## src/sv/icv_pkg.sv

```systemverilog
// shared types, constants and the crc fold function for the image crc-32 verifier
package icv_pkg;

    localparam int unsigned CRC_W      = 32;
    localparam int unsigned SIZE_W     = 21;
    localparam int unsigned BYTE_W     = 8;
    localparam int unsigned STATUS_W   = 2;
    localparam int unsigned CFG_IDX_W  = 1;
    localparam int unsigned CFG_DATA_W = 32;

    localparam logic [CRC_W-1:0] CRC_POLY   = 32'hEDB88320;
    localparam logic [CRC_W-1:0] CRC_PRESET = 32'hFFFFFFFF;

    typedef enum logic [STATUS_W-1:0] {
        STATUS_MATCH    = 2'd0,
        STATUS_MISMATCH = 2'd1,
        STATUS_BAD_SIZE = 2'd2
    } status_t;

    typedef enum logic [CFG_IDX_W-1:0] {
        REG_EXPECTED_CRC = 1'd0,
        REG_IMAGE_SIZE   = 1'd1
    } cfg_reg_t;

    // reflected crc-32 update, one byte, lsb first
    function automatic logic [CRC_W-1:0] fold_byte(
        input logic [CRC_W-1:0]  crc_in,
        input logic [BYTE_W-1:0] data
    );
        logic [CRC_W-1:0] crc;
        crc = crc_in ^ {{(CRC_W-BYTE_W){1'b0}}, data};
        for (int k = 0; k < BYTE_W; k++)
        begin
            crc = (crc >> 1) ^ (crc[0] ? CRC_POLY : '0);
        end
        return crc;
    endfunction

endpackage

```

## src/sv/icv_byte_if.sv

```systemverilog
// byte stream channel carrying image bytes
interface icv_byte_if;
    logic                          valid;
    logic                          ready;
    logic [icv_pkg::BYTE_W-1:0]    data_byte;

    modport source (output valid, output data_byte, input ready);
    modport sink   (input valid, input data_byte, output ready);
endinterface

```

## src/sv/icv_result_if.sv

```systemverilog
// result channel carrying check status and final crc
interface icv_result_if;
    logic                          valid;
    logic                          ready;
    logic [icv_pkg::STATUS_W-1:0]  status;
    logic [icv_pkg::CRC_W-1:0]     computed_crc;

    modport source (output valid, output status, output computed_crc, input ready);
    modport sink   (input valid, input status, input computed_crc, output ready);
endinterface

```

## src/sv/icv_cfg_if.sv

```systemverilog
// configuration write channel: register index and write data
interface icv_cfg_if;
    logic                           valid;
    logic                           ready;
    logic [icv_pkg::CFG_IDX_W-1:0]  index;
    logic [icv_pkg::CFG_DATA_W-1:0] data;

    modport source (output valid, output index, output data, input ready);
    modport sink   (input valid, input index, input data, output ready);
endinterface

```

## src/sv/image_crc32_verifier_top.sv

```systemverilog
// Image CRC-32 verifier: folds one image byte per transaction into a reflected
// CRC-32 (preset all ones) and, once image_size bytes have been seen, emits one
// result with the inverted CRC and a match or mismatch status, then restarts.
// A byte is accepted every cycle at full rate while the result register is free or
// being drained; the byte that completes the image passes through the input register,
// the unrolled 8-bit CRC fold and the result register, which holds the result. If image_size is zero
// or above MAX_IMAGE_BYTES each byte yields a bad-size result and is dropped.
// Configuration writes are always accepted and do not clear the running CRC.
module image_crc32_verifier_top #(
    parameter int unsigned MAX_IMAGE_BYTES = 1048576
) (
    input  logic              clk,
    input  logic              rst_n,
    icv_byte_if.sink          byte_in,
    icv_result_if.source      result_out,
    icv_cfg_if.sink           cfg
);

    localparam logic [31:0] MAX_BYTES_W = 32'(MAX_IMAGE_BYTES);

    // configuration registers
    logic [icv_pkg::CRC_W-1:0]  expected_crc_reg;
    logic [icv_pkg::SIZE_W-1:0] image_size_reg;

    // input stage
    logic                        in_valid_reg;
    logic [icv_pkg::BYTE_W-1:0]  byte_reg;

    // running state
    logic [icv_pkg::CRC_W-1:0]   crc_reg, crc_next;
    logic [icv_pkg::SIZE_W-1:0]  count_reg, count_next;

    // result stage
    logic                        out_valid_reg, out_valid_next;
    icv_pkg::status_t            status_reg, status_next;
    logic [icv_pkg::CRC_W-1:0]   result_crc_reg, result_crc_next;

    logic                        advance;
    logic                        bad_size;
    logic [icv_pkg::CRC_W-1:0]   folded;
    logic [icv_pkg::CRC_W-1:0]   final_crc;
    logic [icv_pkg::SIZE_W-1:0]  count_inc;

    // configuration port
    assign cfg.ready = 1'b1;

    always_ff @(posedge clk or negedge rst_n)
    begin
        if (!rst_n)
        begin
            expected_crc_reg <= '0;
            image_size_reg   <= '0;
        end
        else if (cfg.valid)
        begin
            case (icv_pkg::cfg_reg_t'(cfg.index))
                icv_pkg::REG_EXPECTED_CRC: expected_crc_reg <= cfg.data;
                icv_pkg::REG_IMAGE_SIZE:   image_size_reg   <= cfg.data[icv_pkg::SIZE_W-1:0];
                default: ;
            endcase
        end
    end

    // handshake: stage moves when the result register is free or being drained
    assign advance       = in_valid_reg && (!out_valid_reg || result_out.ready);
    assign byte_in.ready = !in_valid_reg || advance;

    always_ff @(posedge clk or negedge rst_n)
    begin
        if (!rst_n)
        begin
            in_valid_reg <= 1'b0;
        end
        else if (byte_in.ready)
        begin
            in_valid_reg <= byte_in.valid;
        end
    end

    always_ff @(posedge clk)
    begin
        if (byte_in.ready && byte_in.valid)
        begin
            byte_reg <= byte_in.data_byte;
        end
    end

    // crc fold, byte count and end-of-image check
    assign bad_size  = (image_size_reg == '0)
                    || ({{(32-icv_pkg::SIZE_W){1'b0}}, image_size_reg} > MAX_BYTES_W);
    assign folded    = icv_pkg::fold_byte(crc_reg, byte_reg);
    assign final_crc = ~folded;
    assign count_inc = count_reg + 1'b1;

    always_comb
    begin
        crc_next        = crc_reg;
        count_next      = count_reg;
        out_valid_next  = out_valid_reg && !result_out.ready;
        status_next     = status_reg;
        result_crc_next = result_crc_reg;
        if (advance)
        begin
            if (bad_size)
            begin
                out_valid_next  = 1'b1;
                status_next     = icv_pkg::STATUS_BAD_SIZE;
                result_crc_next = '0;
            end
            else if (count_inc >= image_size_reg)
            begin
                out_valid_next  = 1'b1;
                status_next     = (final_crc == expected_crc_reg) ?
                                  icv_pkg::STATUS_MATCH : icv_pkg::STATUS_MISMATCH;
                result_crc_next = final_crc;
                crc_next        = icv_pkg::CRC_PRESET;
                count_next      = '0;
            end
            else
            begin
                crc_next   = folded;
                count_next = count_inc;
            end
        end
    end

    // state and result valid
    always_ff @(posedge clk or negedge rst_n)
    begin
        if (!rst_n)
        begin
            crc_reg       <= icv_pkg::CRC_PRESET;
            count_reg     <= '0;
            out_valid_reg <= 1'b0;
        end
        else
        begin
            crc_reg       <= crc_next;
            count_reg     <= count_next;
            out_valid_reg <= out_valid_next;
        end
    end

    // result payload
    always_ff @(posedge clk)
    begin
        status_reg     <= status_next;
        result_crc_reg <= result_crc_next;
    end

    assign result_out.valid        = out_valid_reg;
    assign result_out.status       = status_reg;
    assign result_out.computed_crc = result_crc_reg;

endmodule

```

## src/flat_wrapper.sv

```systemverilog
// flat-port wrapper written by rule: the top's interface ports become plain ports
module image_crc32_verifier_top_flat 
#(
    parameter int unsigned MAX_IMAGE_BYTES = 1048576
)
  (clk, rst_n, byte_in_valid, byte_in_data_byte, byte_in_ready, result_out_valid, result_out_status, result_out_computed_crc, result_out_ready, cfg_valid, cfg_index, cfg_data, cfg_ready);
  icv_byte_if byte_in_i ();
  icv_result_if result_out_i ();
  icv_cfg_if cfg_i ();
  input  logic clk;
  input  logic rst_n;
  input wire logic [$bits(byte_in_i.valid)-1:0] byte_in_valid;
  input wire logic [$bits(byte_in_i.data_byte)-1:0] byte_in_data_byte;
  output wire logic [$bits(byte_in_i.ready)-1:0] byte_in_ready;
  output wire logic [$bits(result_out_i.valid)-1:0] result_out_valid;
  output wire logic [$bits(result_out_i.status)-1:0] result_out_status;
  output wire logic [$bits(result_out_i.computed_crc)-1:0] result_out_computed_crc;
  input wire logic [$bits(result_out_i.ready)-1:0] result_out_ready;
  input wire logic [$bits(cfg_i.valid)-1:0] cfg_valid;
  input wire logic [$bits(cfg_i.index)-1:0] cfg_index;
  input wire logic [$bits(cfg_i.data)-1:0] cfg_data;
  output wire logic [$bits(cfg_i.ready)-1:0] cfg_ready;
  assign byte_in_i.valid = byte_in_valid;
  assign byte_in_i.data_byte = byte_in_data_byte;
  assign byte_in_ready = byte_in_i.ready;
  assign result_out_valid = result_out_i.valid;
  assign result_out_status = result_out_i.status;
  assign result_out_computed_crc = result_out_i.computed_crc;
  assign result_out_i.ready = result_out_ready;
  assign cfg_i.valid = cfg_valid;
  assign cfg_i.index = cfg_index;
  assign cfg_i.data = cfg_data;
  assign cfg_ready = cfg_i.ready;
  image_crc32_verifier_top #(.MAX_IMAGE_BYTES(MAX_IMAGE_BYTES)) u_core (.clk(clk), .rst_n(rst_n), .byte_in(byte_in_i), .result_out(result_out_i), .cfg(cfg_i));
endmodule
```

## config.mk

```make
export PLATFORM = sky130hd
export DESIGN_NAME = image_crc32_verifier_top_flat
export DESIGN_NICKNAME = d
export VERILOG_FILES = /design/src/sv/icv_pkg.sv /design/src/sv/icv_byte_if.sv /design/src/sv/icv_result_if.sv /design/src/sv/icv_cfg_if.sv /design/src/sv/image_crc32_verifier_top.sv /design/src/flat_wrapper.sv
export SDC_FILE = /design/constraint.sdc
export NUM_CORES = 1
export LEC_CHECK = 0
export BUFFER_PORTS_ARGS = -buffer_cell sky130_fd_sc_hd__buf_4
export CORE_ASPECT_RATIO = 0.5
export CORE_MARGIN = 2
export CORE_UTILIZATION = 56
export CTS_CLUSTER_SIZE = 14
export DETAILED_ROUTE_END_ITERATION = 12
export HOLD_SLACK_MARGIN = 0.08
export PLACE_DENSITY = 0.85
export SETUP_SLACK_MARGIN = 0.2
export SLEW_MARGIN = 10
export SYNTH_ARGS = -nofsm -noshare
export SYNTH_HDL_FRONTEND = slang
export SYNTH_SLANG_ARGS = --single-unit
export TNS_END_PERCENT = 20
```

## constraint.sdc

```tcl
create_clock -name clk -period 6.85 [get_ports clk]
set_clock_uncertainty 0.05 [all_clocks]
set_input_delay 0.3425 -clock clk [delete_from_list [all_inputs] [get_ports clk]]
set_output_delay 0.3425 -clock clk [all_outputs]
set_load 0.02 [all_outputs]
```

* Yosys cells after proc, flatten, opt, wreduce, memory -nomap -nowiden
Cells that the tools add are included.
** Storage, ports and cells
- Flip-flop bits (word level) :: 150
- Bits of input ports :: 46
- Output and inout port bits :: 37
- Word-level logic and storage cells :: 56
** Operators by class
- Add/sub/neg operators :: 1
- $lt $le $gt $ge :: 2
- Equality and inequality tests :: 1
- Mux-type cells :: 16
- Bitwise gates (word level) :: 12
- Reduce and logical (&&, ||, !) cells :: 15
** Operators by type and width (number)
- 32-bit two-way mux :: 10
- 31-bit by 32-bit bitwise XOR with 32-bit output :: 8
- 32-bit equality test :: 1
- 32-bit NOT :: 1
- 32-bit by 8-bit bitwise XOR with 32-bit output :: 1
- 21-bit by 1-bit adder with 21-bit output (second input constant) :: 1
- 21-bit greater-or-equal comparator :: 1
- 21-bit > comparator (second input constant) :: 1
- 21-bit logical NOT :: 1
- 21-bit two-way mux :: 1
- 2-bit AND reduction :: 4
- 1-bit two-way mux :: 4
- 1-bit logical AND :: 3
- 1-bit logical NOT :: 3
- 1-bit logical OR :: 3
- 2-bit two-way mux :: 1
- 1-bit NOT :: 2
- 2-bit nonzero test :: 1

* Depth between registers and ports, before layout
Gate-level depths: netlist of the first run.
- Depth after elaboration :: 21
- Gate-level depth with buffers :: 18
- Depth with buffers taken out :: 16

* Least setup slack after synthesis of the first run
No wires, ideal clock.
- Kind :: register to register
- From :: register u_core.count_reg[0] in the netlist's numbering
- To :: register u_core.result_crc_reg, in the netlist u_core.result_out.computed_crc[0] (enable)
- Library setup time :: 437 ps
- Data arrival time :: 4547 ps
- Required time :: 6363 ps
- Setup slack :: 1816 ps
- Cell stages (with the launch flop) :: 16
- Buffers on the path :: 2
- Clock period less this slack :: 5034 ps
- Path through :: dfrtp_1 > ha_1 > and3_1 > nand3_1 > nor2_1 > nand2_1 > o21ai_0 > nand2_1 > ha_1 > nand4_1 > nor2_1 > o21ai_0 > o21a_1 > clkbuf_1 > clkbuf_1 > a21oi_1
** On the way
- Cells in the longest elaborated chain, start to end :: 4
** RTL lines
- from (decl) :: RTL line image_crc32_verifier_top.sv:31 : logic [icv_pkg::SIZE_W-1:0] count_reg, count_next;
- from (signal assigned) :: RTL line image_crc32_verifier_top.sv:139 : count_reg <= count_next;
- 21-bit by 1-bit adder with 21-bit output :: RTL line image_crc32_verifier_top.sv:93 : assign count_inc = count_reg + 1'b1;
- 21-bit greater-or-equal comparator :: RTL line image_crc32_verifier_top.sv:110 : else if (count_inc >= image_size_reg)
- 2-bit nonzero test (no source line)
- 2-bit AND reduction (no source line)
- to (signal assigned) :: RTL line image_crc32_verifier_top.sv:148 : result_crc_reg <= result_crc_next;
- to (decl) :: RTL line image_crc32_verifier_top.sv:36 : logic [icv_pkg::CRC_W-1:0] result_crc_reg, result_crc_next;
Every way passes these cells.
A chain may end at the register's enable or synchronous reset.

* Final worst setup path of the first run
- From :: register u_core.count_reg[0] in the netlist's numbering
- To :: register u_core.count_reg[0] in the netlist's numbering
** On the way
- Cells in the longest elaborated chain, start to end :: 3
** RTL lines (RTL line)
- 21-bit by 1-bit adder with 21-bit output (*) :: image_crc32_verifier_top.sv:93
- 21-bit greater-or-equal comparator :: image_crc32_verifier_top.sv:110
- 21-bit two-way mux (*) :: image_crc32_verifier_top.sv:110
Every way passes the cells marked *; elsewhere a longest branch is shown, timed or not.

==> flow_summary.yaml, run 1 <==
logic_synthesis:
  synth_top_area_share_pct: 24.3
  ys_async_sr_fraction_pct: 72.0
  synth_edf_count: 42
  synth_ff_type: "dfrtp_1"
  synth_cell_types: 42
  ys_top_cells_by_area: "dfrtp_1 24%, edfxtp_1 16%, dfstp_2 11%, mux2_2 7.8%, xnor2_1 7.4%"
  synth_fa_ha_area_share_pct: 3.52
  yosys_register_bits: 150
  seq_area_frac_synth_pct: 51.3
  avgSynthCellArea_um2: 11.4
  synth_top_family_by_area: "XOR/XNOR gates"
  synth_simple_gate_area_share_pct: 12.0
  syn_area_um2: 7810
  yosysWarningCount: 0
  synth_mux_area_share_pct: 7.78
  synth-xor-area-share_pct: 16.0
  synth_compound_area_share_pct: 6.82
  synth_cells: 684
  synth.largest_area_cell: "dfrtp_1"
  syn_nets: 752
setup_path:
  crit_arrival_ns: 4.79
  critical_path_class: "reg -> reg"
  r2r_slack_ns: 2.37
  cp_max_fo: 11
  endpoint_kind: "register"
  critical_path_required_ns: 7.15
  crit_path_start_kind: "register"
finish:
  diodes: 0
  multi_input_area_um2: 3640
  drive_above_1_share_pct: 28.2
  seq_area_um2: 4000
  fillers: 989
  layout.nets: 839
  area_growth_pct: 18.5
route:
  firstDrtPassIters: 5
  drt_iter0_markers: 486
  wl_met1_mm: 7.75
  met2_length_mm: 9.27
  avgRoutedWirePerCell_um: 19.4
  top_layer_used: "met4"
  vias: 5554
  drcViolationCount: 0
  viasPerCell: 5.69
  wirelength_mm: 18.9
  dr_wl_met3_mm: 1.43
  ant_nets: 0
global_routing:
  grt_max_degree: 86
  grt-ovfl-total: 0
  grtUsageTotal_pct: 26.5
  grt_pass1_wl_mm: 29.8
  grt_pass1_vias: 5582
  antenna_found_initial: 0
placed_design:
  hpwl_mm: 12.9
  gp_congestion: 0.894
  numPortBuffers: 81
sta:
  setup_tns_ns: 0
  min_period_ns: 4.48
  tightest_slew_ns: 1.12
  grt_setup_unrepaired: "false"
  period_share_pct: 65.4
  finalSetupViolations: 0
  relSlewSlack_pct: 25.4
  hold_violations: 0
  holdWs_ns: 0.102
  clock.fmax_mhz: 223
  slew_violations: 0
cts:
  clkTransAtPathRegs_ns: 0.06
  clock_path_buffers: 2
  cts_setup_buffers: 0
  cts_buffers: 17
  cts.sink_count: 150
  cts.htree.levels: 4
  root_buffer: "clkbuf_16"
  clk_latency_ns: 0.42
  cts_tree: "yes"
floorplanning:
  coreArea_um2: 13600
  die_area_um2: 15000
  die_w_um: 171
  initial_utilization_pct: 57.5
  fp-row-count: 30
  io_pins: 83
  die_h_um: 87.5
pwr:
  power_mw: 5.04
  powerDensity_nw_per_um2: 545
  p_leak_nw: 3.98
  irDropWorstVdd_v: 0.000357
flow_run:
  cap_violations: 0
hold_path:
  hold_path_class: "in -> reg"
outcome:
  run_status: "complete, no violations"
-- stage by stage --
| stage | utilization [%] | cells | cell area [µm²] | setup WS [ns] |
|---|---|---|---|---|
| final | 68.1 | 976 | 9260 | 2.37 |
| after CTS | 68.1 | 976 | 9260 | 2.43 |
| after global placement | 63.5 | 934 | 8620 | 2.69 |
| after detailed placement | 63.5 | 934 | 8620 | 2.52 |
| after global routing | 68.1 | 976 | 9260 | 1.92 |
| after floorplan | - | 684 | 7810 | 1.82 |
-- cells by family after synthesis --
kind of cell / after synthesis
muxes: 54
adders and majority gates: 22
and+or+nand+nor: 200
DFF: 150
xor gates and xnor gates: 124
other: 1
buffers and inverters: 52
AOI/OAI and AO/OA: 81
-- timing repair --
action | 4_1_cts | 5_1_grt
hold buffers | 10 | 0
endpoints found under the hold margin | 32 | 0
resized for setup | 0 | 0
endpoints found under the setup margin | 0 | 0
-- layout make-up --
cell class	count	share of cell area (%)
clock buffer	19	4.68
sequential	150	43.2
tap	192	2.59
inverter	22	0.892
timing repair buffer	98	8.22
clock inverter	13	1.09
multi-input combinational	482	39.3
-- metal layers --
layer / track usage [%] / vias up
met5: 0 / -
met4: 11.1 / 0
met3: 5.45 / 40
met2: 44.6 / 245
met1: 34.1 / 2741
li1: - / 2528
-- final timing paths --
kind | start | to | cells after the start
max in group asynchronous | rst_n | u_core.expected_crc_reg[17]$_DFFE_PN0P_ | 3
max | u_core.count_reg[0]$_DFFE_PN0P_ | u_core.count_reg[0]$_DFFE_PN0P_ | 16
max reg2reg | u_core.count_reg[0]$_DFFE_PN0P_ | u_core.count_reg[0]$_DFFE_PN0P_ | 16
min reg2reg | u_core.crc_reg[30]$_DFFE_PN1P_ | u_core.crc_reg[30]$_DFFE_PN1P_ | 2
min in group asynchronous | rst_n | u_core.count_reg[0]$_DFFE_PN0P_ | 2
min | cfg_data[25] | u_core.expected_crc_reg[25]$_DFFE_PN0P_ | 2
-- synth_stat cells (all sizes together), types with 6 or more instances --
cell and count:
xor2 51, nor4 6, nor2b 23, o21ai 22, edfxtp 42, a22o 8, a21o 13, clkbuf 25
a31oi 22, dfstp 32, nand3 26, nand4 9, a21oi 6, mux2 54, ha 22, nand2 55
nor2 54, nor3 7, xnor2 73, dfrtp 76, inv 22
-- cells in the final DEF, fill, tap and decap left out, drive strengths merged, types with 2 or more instances in the layout --
master	n
a211oi	3
a21o	13
a21oi	6
a22o	8
a31oi	22
and2	3
and3	5
buf	88
clkbuf	19
clkinv	3
clkinvlp	6
dfrtp	76
dfstp	32
dlygate4sd3	10
edfxtp	42
ha	22
inv	26
mux2	54
nand2	55
nand2b	4
nand3	26
nand4	9
nor2	54
nor2b	23
nor3	7
nor3b	2
nor4	6
o21ai	22
or3	5
xnor2	73
xor2	51
-- critical path, stage by stage, from the launching register on --
cell	delay [ns]
dfrtp_1	0.42
ha_1	0.25
and3_1	0.23
nand3_1	0.18
nor2_1	0.34
nand2_1	0.14
nor2_1	0.19
xor2_1	0.21
ha_1	0.27
a21o_1	0.16
a21o_1	0.17
a21oi_1	0.13
nor2_1	0.06
a211oi_1	0.26
o21ai_1	0.36
nor2_1	0.72
mux2_2	0.28
-- power breakdown --
group          switching, mW  total (mW)  internal (mW)
Combinational           1.63        2.70           1.07
Clock                  0.381       0.848          0.467
Sequential             0.180        1.49           1.31
Total                   2.19        5.04           2.85
Power figures use the tool's default switching activity.
==> run 2, diff against run 1 <==
ABC_AREA = 1   (was not set)
CORE_UTILIZATION = 54   (was 56)
PLACE_DENSITY = 0.84   (was 0.85)
clock period = 3.9 ns   (was 6.85 ns; I/O delays follow)
==> run 2 against run 1 <==
  * Sequential share of layout area fell by 7.0 points
  * Worst setup slack got worse by 2.3 ns
  * Sequential power rose by 59%
  * Synthesized area rose by 14%
  * Cell area rose by 19%
  * Clock power rose by 99%
  * Clock-buffer cell count fell by 1
  * Global-route usage rose by 3.9 points
  * First-iteration DRC count rose by 130%
  * Die area rose by 18%
  * Via count rose by 57%
==> flow_summary.yaml, run 2 <==
outcome:
  run_status: "complete, no violations"
placed_design:
  dpl_cell_area_um2: 9680
  numPortBuffers: 81
  gp_congestion: 0.957
  hpwl_mm: 17.2
route:
  drcViolationCount: 0
  viasPerCell: 5.65
  wirelength_mm: 27.2
  vias: 8720
  avgRoutedWirePerCell_um: 17.6
  ant_nets: 0
  firstDrtPassIters: 6
  drt_iter0_markers: 1129
cts:
  cts.sink_count: 150
  clkTransAtPathRegs_ns: 0.07
  root_buffer: "clkbuf_16"
  cts_buffers: 17
  cts_tree: "yes"
  cts.htree.levels: 4
  clock_path_buffers: 2
  clk_latency_ns: 0.44
flow_run:
  cap_violations: 0
pwr:
  p_seq_share_pct: 30.2
  power_mw: 7.86
  p_sw_mw: 3.60
  clock_power_share_pct: 21.6
  p_sw_share_pct: 45.8
  p_leak_nw: 5.65
  combPwrFrac_pct: 48.3
  powerDensity_nw_per_um2: 711
  internal_power_mw: 4.26
  irDropWorstVdd_v: 0.000409
sta:
  clock.fmax_mhz: 260
  period_share_pct: 98.6
  tightest_slew_ns: 1.15
  finalSetupViolations: 0
  slew_violations: 0
  setup_tns_ns: 0
  relSlewSlack_pct: 22.9
  grt_setup_unrepaired: "true"
  min_period_ns: 3.85
  hold_violations: 0
floorplanning:
  die_w_um: 186
  die_h_um: 94.8
  fp-row-count: 33
  coreArea_um2: 16300
  io_pins: 83
  die_area_um2: 17600
  initial_utilization_pct: 54.7
setup_path:
  critical_path_class: "reg -> reg"
  critical_path_required_ns: 4.00
  r2r_slack_ns: 0.05
  crit_path_start_kind: "register"
  cp_slowest_stage_delay_ns: 0.43
  cp_max_fo: 8
  path_common_cell: "nor2_4"
  path_cells: "ha_2, nand3_4, nor4_2, nand3_1, nor3_2, xor2_1, inv_1, ha_1, nand4_1, o21ai_0, nand2_1, nand4_4, nor2_4, nor2_4, buf_12, clkbuf_16"
  endpoint_kind: "register"
  crit_slowest_cell: "o21ai_0"
  crit_arrival_ns: 3.95
finish:
  final_common_cell: "nand2_1"
  fin_util_pct: 67.9
  fillers: 1235
  diodes: 0
  seq_area_um2: 4010
  final_cell_mix: "425 x nand2_1, 149 x inv_1, 94 x buf_4, 75 x dfrtp_1"
  layout.nets: 1372
  drive_above_1_share_pct: 19.8
  area_growth_pct: 24.1
  multi_input_area_um2: 4250
  final_cell_area_um2: 11000
logic_synthesis:
  ys_async_sr_fraction_pct: 72.0
  yosysMostFrequentCell: "nand2_1"
  synth_cells: 1168
  synth_cell_types: 44
  syn_nets: 1236
  synth_common_cells: "430 x nand2_1, 150 x inv_1, 76 x dfrtp_1"
  avgSynthCellArea_um2: 7.62
  synth_fa_ha_area_share_pct: 3.09
  synth-xor-area-share_pct: 1.57
  ys_top_cells_by_area: "dfrtp_1 21%, nand2_1 18%, edfxtp_1 14%, dfstp_2 9.4%, inv_1 6.3%"
  yosysWarningCount: 0
  yosys_register_bits: 150
  synth_top_area_share_pct: 21.4
  synth_compound_area_share_pct: 9.37
  synth_simple_gate_area_share_pct: 31.7
  synth_mux_area_share_pct: 0.112
  synth_edf_count: 42
  synth_top_family_by_area: "simple AND/OR/NAND/NOR gates"
  seq_area_frac_synth_pct: 45.0
  syn_area_um2: 8900
  synth_ff_type: "dfrtp_1"
  synth.largest_area_cell: "dfrtp_1"
global_routing:
  grt_pass1_wl_mm: 40.5
  grt-ovfl-total: 0
  grt_max_degree: 84
  grt_pass1_vias: 8107
  grtUsageTotal_pct: 30.4
  antenna_found_initial: 0
hold_path:
  hold_path_class: "in -> reg"
==> run 2: cell count changes in the layout (fill, tap and decap cells not counted), sizes merged, moves of 21 or more <==
cell         before  now
nand3            26   68
xor2             51   16
nand2            55  476
dlygate4sd3      10   44
o21ai            22   67
a31oi            22    1
xnor2            73    0
nor2b            23    0
inv              26  175
mux2             54    0
a22oi             0   21
a21oi             6   40
==> run 2: cells by family after synthesis <==
logic type / count (synthesis)
AOI/OAI and AO/OA: 147
xor gates and xnor gates: 16
adders and majority gates: 22
buffers and inverters: 194
DFF: 150
muxes: 1
other: 1
and+or+nand+nor: 637
==> run 2: layout make-up <==
| class | count | share of cell area [%] |
|---|---|---|
| Clock buffer | 18 | 3.88 |
| Clock inverter | 14 | 1.40 |
| Tap cell | 227 | 2.57 |
| Sequential cell | 150 | 36.3 |
| Multi-Input combinational cell | 825 | 38.5 |
| Inverter | 165 | 5.63 |
| Timing Repair Buffer | 145 | 11.8 |
==> run 2: critical path: cells and delay by family, from the launching register on <==
family | cells | cell delay (ns)
flip-flops | 1 | 0.41
XOR/XNOR | 1 | 0.21
buffers and inverters | 3 | 0.39
adder cells (fa/ha/maj) | 2 | 0.59
AND/OR/NAND/NOR | 9 | 1.48
AO/OA/AOI/OAI | 1 | 0.43
==> run 2: power groups by stage <==
| stage | registers, mW | clock network (mW) | logic, mW |
|---|---|---|---|
| floorplan | 2.40 | 0 | 2.46 |
| global placement | 2.36 | 0 | 3.33 |
| detailed placement | 2.38 | 0 | 3.44 |
| CTS | 2.35 | 1.69 | 3.55 |
| global route | 2.40 | 1.76 | 4.13 |
| finish | 2.37 | 1.69 | 3.79 |
==> run 2: repair_timing <==
action	4_1_cts	5_1_grt
hold buffers	44	0
setup endpoints to repair	34	87
pin swaps	2	17
hold endpoints to repair	138	0
cloned	1	3
setup buffers	3	8
gates resized for setup	4	25
==> run 2: layer usage <==
metal / vias to the layer above / track usage (%) / routed length, µm
met3: 94 / 6.67 / 2760
met4: 0 / 11.9 / 971
met2: 518 / 49.7 / 12600
met5: - / 0 / 0
met1: 4097 / 39.8 / 10800
li1: 4011 / - / -
==> run 2: final timing paths <==
kind	from	to	cells after the start
min in group asynchronous	rst_n	u_core.image_size_reg[10]$_DFFE_PN0P_	2
hold / removal	byte_in_data_byte[2]	u_core.byte_reg[2]$_DFFE_PP_	2
max in group asynchronous	rst_n	u_core.crc_reg[28]$_DFFE_PN1P_	3
hold reg to reg	u_core.image_size_reg[5]$_DFFE_PN0P_	u_core.image_size_reg[5]$_DFFE_PN0P_	2
setup reg to reg	u_core.count_reg[1]$_DFFE_PN0P_	u_core.result_out.status[1]$_SDFFCE_PP1P_	16
setup / recovery	u_core.count_reg[1]$_DFFE_PN0P_	u_core.result_out.status[1]$_SDFFCE_PP1P_	16
==> run 2: through the flow <==
| stage | hold slack (ns) | worst slack, ns | instances |
|---|---|---|---|
| final | 0.419 | 0.0542 | 1544 |
| after global routing | 0.431 | -0.0320 | 1544 |
| after CTS | 0.421 | 0.248 | 1533 |
| after detailed placement | 0.324 | 0.0627 | 1453 |
| after global placement | 0.324 | 0.296 | 1453 |
| after floorplan | -0.151 | 0.214 | 1168 |
